<file path="src/hdl/swfp_pkg.sv">
// shared types, character codes and unit codes for the scale weight frame parser
// no dependencies; used by every module in hdl/
package swfp_pkg;

	// frame geometry
	localparam int WinLen   = 18;
	localparam int TxtFirst = 7;
	localparam int TxtLen   = 7;
	localparam int CntW     = $clog2(WinLen + 1);

	// character codes
	localparam logic [7:0] CharCr    = 8'd13;
	localparam logic [7:0] CharLf    = 8'd10;
	localparam logic [7:0] CharComma = 8'h2C;
	localparam logic [7:0] CharMinus = 8'h2D;
	localparam logic [7:0] CharPoint = 8'h2E;
	localparam logic [7:0] CharSpace = 8'h20;
	localparam logic [7:0] CharZero  = 8'h30;
	localparam logic [7:0] CharNine  = 8'h39;
	localparam logic [7:0] CharG     = 8'h67;
	localparam logic [7:0] CharK     = 8'h6B;
	localparam logic [7:0] CharL     = 8'h6C;
	localparam logic [7:0] CharB     = 8'h62;
	localparam logic [7:0] CharO     = 8'h6F;
	localparam logic [7:0] CharZ     = 8'h7A;

	// unit codes as presented on unit_code
	localparam logic [1:0] UnitKg = 2'd0;
	localparam logic [1:0] UnitG  = 2'd1;
	localparam logic [1:0] UnitLb = 2'd2;
	localparam logic [1:0] UnitOz = 2'd3;

	localparam int MantW = 24;
	localparam int DecW  = 3;

	// byte window, index 0 is the oldest byte
	typedef logic [WinLen-1:0][7:0] win_t;

	// decoded frame contents
	typedef struct packed {
		logic             ok;
		logic             neg;
		logic [MantW-1:0] mant;
		logic [DecW-1:0]  decs;
		logic [1:0]       unit;
	} parse_t;

endpackage

</file>
<file path="src/hdl/swfp_window.sv">
// sliding byte window, fill count and frame detection
// depends on swfp_pkg
module swfp_window (
	input  logic                clk,
	input  logic                arst_n,
	input  logic                take,
	input  logic                drain,
	input  logic [7:0]          rx_byte,
	output swfp_pkg::win_t      win_s1,
	output logic                frame_s1
);

	logic [swfp_pkg::CntW-1:0] cnt_q;
	logic [swfp_pkg::CntW-1:0] cnt_next;
	swfp_pkg::win_t            win_next;
	logic                      hit;

	// shifted window and frame check on the bytes as they will stand
	always_comb begin
		win_next = {rx_byte, win_s1[swfp_pkg::WinLen-1:1]};
		if (cnt_q == swfp_pkg::CntW'(swfp_pkg::WinLen)) begin
			cnt_next = cnt_q;
		end else begin
			cnt_next = cnt_q + 1'b1;
		end
		hit = (cnt_next == swfp_pkg::CntW'(swfp_pkg::WinLen))
			&& (win_next[2] == swfp_pkg::CharComma)
			&& (win_next[5] == swfp_pkg::CharComma)
			&& (win_next[16] == swfp_pkg::CharCr)
			&& (win_next[17] == swfp_pkg::CharLf);
	end

	// shift line, payload only
	always_ff @(posedge clk) begin
		if (take) begin
			win_s1 <= win_next;
		end
	end

	// fill count and pending frame flag
	always_ff @(posedge clk or negedge arst_n) begin
		if (!arst_n) begin
			cnt_q    <= '0;
			frame_s1 <= 1'b0;
		end else begin
			if (take) begin
				cnt_q    <= hit ? '0 : cnt_next;
				frame_s1 <= hit;
			end else if (drain) begin
				frame_s1 <= 1'b0;
			end
		end
	end

endmodule

</file>
<file path="src/hdl/swfp_parse.sv">
// decodes sign, weight text and unit from a complete frame
// depends on swfp_pkg
module swfp_parse (
	input  swfp_pkg::win_t  win,
	output swfp_pkg::parse_t res
);

	logic [swfp_pkg::TxtLen-1:0]      sp;
	logic [swfp_pkg::TxtLen-1:0]      dig;
	logic [swfp_pkg::TxtLen-1:0]      pt;
	logic [swfp_pkg::TxtLen-1:0]      lead;
	logic [swfp_pkg::TxtLen-1:0]      trail;
	logic [swfp_pkg::TxtLen-1:0]      inner;
	logic [swfp_pkg::TxtLen-1:0]      pt_before;
	logic [swfp_pkg::TxtLen-1:0]      pt_in;
	logic [swfp_pkg::MantW-1:0]       m;
	logic [swfp_pkg::DecW-1:0]        d;
	logic [7:0]                       c;
	logic [7:0]                       u0;
	logic [7:0]                       u1;
	logic [1:0]                       unit_sel;

	// character classes
	always_comb begin
		for (int k = 0; k < swfp_pkg::TxtLen; k++) begin
			c      = win[swfp_pkg::TxtFirst + k];
			sp[k]  = (c == swfp_pkg::CharSpace);
			dig[k] = (c >= swfp_pkg::CharZero) && (c <= swfp_pkg::CharNine);
			pt[k]  = (c == swfp_pkg::CharPoint);
		end
	end

	// leading and trailing space runs, point position
	always_comb begin
		lead[0]      = sp[0];
		pt_before[0] = 1'b0;
		for (int k = 1; k < swfp_pkg::TxtLen; k++) begin
			lead[k]      = lead[k-1] & sp[k];
			pt_before[k] = pt_before[k-1] | pt[k-1];
		end
		trail[swfp_pkg::TxtLen-1] = sp[swfp_pkg::TxtLen-1];
		for (int k = swfp_pkg::TxtLen - 2; k >= 0; k--) begin
			trail[k] = trail[k+1] & sp[k];
		end
		inner = ~lead & ~trail;
	end

	// mantissa by decimal shift-add, decimals by counting digits after the point
	always_comb begin
		m = '0;
		d = '0;
		for (int k = 0; k < swfp_pkg::TxtLen; k++) begin
			if (dig[k]) begin
				m = (m << 3) + (m << 1)
					+ {{(swfp_pkg::MantW-4){1'b0}}, win[swfp_pkg::TxtFirst + k][3:0]};
				if (pt_before[k]) begin
					d = d + 1'b1;
				end
			end
		end
	end

	// unit bytes
	always_comb begin
		u0 = win[14];
		u1 = win[15];
		if (u0 == swfp_pkg::CharSpace && u1 == swfp_pkg::CharG) begin
			unit_sel = swfp_pkg::UnitG;
		end else if (u0 == swfp_pkg::CharL && u1 == swfp_pkg::CharB) begin
			unit_sel = swfp_pkg::UnitLb;
		end else if (u0 == swfp_pkg::CharO && u1 == swfp_pkg::CharZ) begin
			unit_sel = swfp_pkg::UnitOz;
		end else begin
			unit_sel = swfp_pkg::UnitKg;
		end
	end

	// points between the space runs
	assign pt_in = inner & pt;

	// text valid: only digits and at most one point between the space runs, and a digit
	always_comb begin
		res.ok   = ~|(inner & ~dig & ~pt) && ~|(pt_in & (pt_in - 1'b1)) && |dig;
		res.neg  = (win[6] == swfp_pkg::CharMinus);
		res.mant = m;
		res.decs = d;
		res.unit = unit_sel;
	end

endmodule

</file>
<file path="src/hdl/scale_weight_frame_parser.sv">
// Scale weight frame parser: takes one serial byte per cycle from an electronic
// scale while in_stall is low and presents one weight result (sign, mantissa,
// decimal places, unit) for every 18-byte frame whose weight text is a valid
// number. A byte is taken in each cycle with in_valid high and in_stall low;
// the frame's last byte (LF) lands in the window register when it is accepted,
// the frame is decoded combinationally from there and loaded into the output
// register once that register is free to take it. in_stall rises only while a
// frame with a valid number sits in the window stage and the output register
// holds a result that is stalled; there is no clearing pass after reset.
// depends on swfp_pkg, swfp_window, swfp_parse
module scale_weight_frame_parser (
	input  logic        clk,
	input  logic        arst_n,
	input  logic        in_valid,
	output logic        in_stall,
	input  logic [7:0]  rx_byte,
	output logic        out_valid,
	input  logic        out_stall,
	output logic        is_negative,
	output logic [23:0] mantissa,
	output logic [2:0]  decimals,
	output logic [1:0]  unit_code
);

	swfp_pkg::win_t   win_s1;
	swfp_pkg::parse_t res;
	logic             frame_s1;
	logic             adv;
	logic             take;
	logic             take_out;
	logic             load;

	// handshake control
	assign take_out = out_valid && !out_stall;
	assign adv      = !frame_s1 || !res.ok || !out_valid || !out_stall;
	assign in_stall = !adv;
	assign take     = in_valid && !in_stall;
	assign load     = frame_s1 && res.ok && adv;

	swfp_window u_window (
		.clk      (clk),
		.arst_n   (arst_n),
		.take     (take),
		.drain    (adv),
		.rx_byte  (rx_byte),
		.win_s1   (win_s1),
		.frame_s1 (frame_s1)
	);

	swfp_parse u_parse (
		.win (win_s1),
		.res (res)
	);

	// result register, payload
	always_ff @(posedge clk) begin
		if (load) begin
			is_negative <= res.neg;
			mantissa    <= res.mant;
			decimals    <= res.decs;
			unit_code   <= res.unit;
		end
	end

	// result register, valid
	always_ff @(posedge clk or negedge arst_n) begin
		if (!arst_n) begin
			out_valid <= 1'b0;
		end else begin
			if (load) begin
				out_valid <= 1'b1;
			end else if (take_out) begin
				out_valid <= 1'b0;
			end
		end
	end

	// a held frame stays pending until the output side frees up
	assert property (@(posedge clk) disable iff (!arst_n)
		frame_s1 && !adv |=> frame_s1)
		else $error("pending frame dropped while output stalled");

	// the input only stalls behind a decoded frame
	assert property (@(posedge clk) disable iff (!arst_n)
		in_stall |-> frame_s1 && out_valid)
		else $error("input stalled without a waiting frame");

	// a loaded result is presented and in range
	assert property (@(posedge clk) disable iff (!arst_n)
		load |=> out_valid && decimals <= 3'd6 && mantissa <= 24'd9999999)
		else $error("loaded result missing or out of range");

endmodule

</file>
<file path="config.mk">
export PLATFORM = sky130hd
export DESIGN_NAME = scale_weight_frame_parser
export DESIGN_NICKNAME = d
export VERILOG_FILES = /design/src/hdl/swfp_pkg.sv /design/src/hdl/swfp_window.sv /design/src/hdl/swfp_parse.sv /design/src/hdl/scale_weight_frame_parser.sv
export SDC_FILE = /design/constraint.sdc
export NUM_CORES = 1
export LEC_CHECK = 0
export BUFFER_PORTS_ARGS = -buffer_cell sky130_fd_sc_hd__buf_4
export CAP_MARGIN = 20
export CORE_MARGIN = 4
export CORE_UTILIZATION = 55
export CTS_CLUSTER_SIZE = 40
export DETAILED_ROUTE_END_ITERATION = 16
export GPL_TIMING_DRIVEN = 0
export PLACE_DENSITY_LB_ADDON = 0.08
export SYNTH_ARGS = -nofsm -noshare
export SYNTH_HDL_FRONTEND = slang
export SYNTH_SLANG_ARGS = --single-unit
</file>
<file path="constraint.sdc">
create_clock -name clk -period 22.7 [get_ports clk]
set_input_delay 2.27 -clock clk [delete_from_list [all_inputs] [get_ports clk]]
set_output_delay 2.27 -clock clk [all_outputs]
set_load 0.02 [all_outputs]
</file>
==> impl_metrics.tcl <==
set metrics [dict create \
    rows 53 \
    cap_violations 0 \
    synth_top_cell_area_share 0.3844 \
    synth_top_area_cell "edfxtp_1" \
    post_cts_resized 0 \
    ioPinCount 44 \
    period_needed_ns 12.85 \
    finalPower_uw 712.8 \
    worst_slew_pin_slew_ns 0.9742 \
    synth.cell_area_um2 11720 \
    cpPeakStageDelay_ns 0.55 \
    slowest_stage "a21oi_1" \
    syn-num-nets 1306 \
    dpl.hpwl_um 19300 \
    grt_use_total 0.2140 \
    final_common_cell "ha_1" \
    syn2layout_area_growth_pct 11.46 \
    floorplan.initialDensity 0.5574 \
    ys_types 73 \
    gp_congestion 0.8888 \
    setup_viol 0 \
    port_buffers 43 \
    place_inst 1450 \
    finalCritPeriodShare 0.5661 \
    worstSetupStartpointType "flop" \
    cp_top_family "compound AO/OA/AOI/OAI gates" \
    clk_latency_ns 0.43 \
    die_x_um 154.0 \
    synthTopCellsByArea "edfxtp_1, ha_1, a21oi_1" \
    cts_tree "built" \
    vdd_ir_drop_max_mv 0.05733 \
    die_h_um 154.0 \
    slew_violations 0 \
    cts_hold_buf 0 \
    yosysWarnings 0 \
    crit_path_frequent_cell "ha_1" \
    via_count 8759 \
    max-slew-margin-rel 0.3338 \
    instances_no_fill 1482 \
    yosys_most_used_dff "edfxtp_1" \
    grt_pass1_wl_um 41680 \
    cts_setup_buffers 0 \
    synth-async-reset-ratio 0.04459 \
    first_pass_iters 5 \
    grt_pass1_vias 8453 \
    final.setup.tns_ns 0 \
    cp.arrival_ns 13.00 \
    clkSinkCount 157 \
    critPathMaxFanout 7 \
    antenna_left 0 \
    cp-end-kind "flop" \
    ys_seq_area_frac 0.3994 \
    clockBufferDepth 2 \
    die_area_um2 23700 \
    p_per_area_nw_per_um2 54.58 \
    cts.htree.levels 4 \
    critPathBufInv 4 \
    grt_setup_unrepaired "no" \
    antenna_found_initial 0 \
    synth_edf_count 150 \
    diodes 0 \
    final_core_util 0.6213 \
    wirelength_um 25230 \
    grt_max_degree 52 \
    required_ns 22.85 \
    status "finished, final reports clean" \
    num-nets-final 1371 \
    final_cell_mix "ha_1, edfxtp_1, nor2_1" \
    p_leak_uw 0.005842 \
    syn_inst 1129 \
    place_ws_ns 9.978 \
    synth_seq_cells 157 \
    core_um2 21020 \
    cts_made_buffers 17 \
    fmaxAchievable_ghz 0.07782 \
    hold_violations 0 \
    worst_slack_ns 9.850 \
    viasPerCell 5.910 \
    clk_pin_slew_worst_paths_ns 0.07 \
    critical_path_class "reg2reg" \
    overflow 0 \
    clock_skew_ns 0.01351 \
    hold_class "reg2reg" \
    drtIter0Drc 563 \
    remaining_drc_errors 0 \
    root_buffer "clkbuf_16" \
    syn_avg_cell_area_um2 10.38 \
    post_drt_wl_per_cell_um 17.02 \
    drive_gt1_frac 0.1060 \
]
-- flip-flops by register name, indices dropped and copies added (netlist names) --
name,flops
u_window.frame_s1,1
mantissa,24
u_window.win_s1,120
out_valid,1
unit_code,2
is_negative,1
u_window.cnt_q,5
decimals,3
-- routing by layer --
layer	vias to the layer above	part of all wire	global-route usage
met4	0	0.014	0.04878
met2	183	0.45	0.3297
met1	4164	0.50	0.3188
li1	4386	-	-
met5	-	0	0
met3	26	0.042	0.03490
-- logic make-up (layout without fill, tap and decap cells) --
| kind of cell | Yosys count | count (layout) | synth area share |
|---|---|---|---|
| AND/OR/NAND/NOR | 344 | 344 | 0.1508 |
| AO/OA/AOI/OAI | 264 | 264 | 0.1450 |
| adder cells (fa/ha/maj) | 166 | 166 | 0.1841 |
| XOR/XNOR | 74 | 74 | 0.05649 |
| multiplexers | 39 | 39 | 0.03695 |
| flip-flops | 157 | 157 | 0.3994 |
| buffers and inverters | 85 | 163 | 0.02733 |
-- synthesized netlist by cell type, types with 24 or more instances --
| cell | number |
|---|---|
| a21o_1 | 25 |
| a21oi_1 | 83 |
| edfxtp_1 | 150 |
| ha_1 | 154 |
| inv_1 | 65 |
| mux2_2 | 30 |
| nand2_1 | 62 |
| nand3_1 | 27 |
| nor2_1 | 92 |
| nor3_1 | 35 |
| o21a_1 | 24 |
| o21ai_0 | 53 |
| xnor2_1 | 47 |
| xor2_1 | 26 |
-- final timing paths --
path                                           from                  end  slack, ns  cells past startpoint
min in group asynchronous                    arst_n            out_valid       1.64                      1
max in group asynchronous                    arst_n    u_window.cnt_q[3]      20.92                      1
worst min-delay path            u_window.win_s1[44]  u_window.win_s1[36]       0.42                      0
worst min register to register  u_window.win_s1[44]  u_window.win_s1[36]       0.42                      0
worst max register to register  u_window.win_s1[63]         mantissa[23]       9.85                     52
worst max-delay path            u_window.win_s1[63]         mantissa[23]       9.85                     52
-- final cells by class --
class                           instances  area (um^2)
Buffer                                 20        76.32
Clock buffer                           17        425.4
Clock inverter                         15        171.4
Fill cell                            1716         7961
Inverter                               65        244.0
Multi-Input combinational cell        887         6729
Sequential cell                       157         4679
Tap cell                              275        344.1
Timing Repair Buffer                   46        390.4
-- worst register-to-register path, delay by kind of cell, from the launching register on --
| kind | cells | cell delay, ns |
|---|---|---|
| buf+inv | 4 | 0.45 |
| mux | 1 | 0.20 |
| flops | 1 | 0.39 |
| compound gates | 19 | 4.87 |
| simple gates | 13 | 2.40 |
| xor+xnor | 4 | 0.64 |
| fa+ha+maj | 11 | 3.62 |
-- through the flow --
step,hold slack [ns],instance area [um^2]
finish,0.4152,13060
global route,0.4211,13060
CTS,0.4181,13060
detailed placement,0.4045,12460
global placement,0.4004,12380
floorplan,0.4003,11720
-- power by group --
part / total, uW / switching (uW) / internal, uW
Combinational: 79.6 / 45.3 / 34.4
Clock: 285 / 136 / 148
Sequential: 349 / 12.6 / 336
Total: 713 / 194 / 519
No activity file was read; power rests on OpenSTA's default activity.
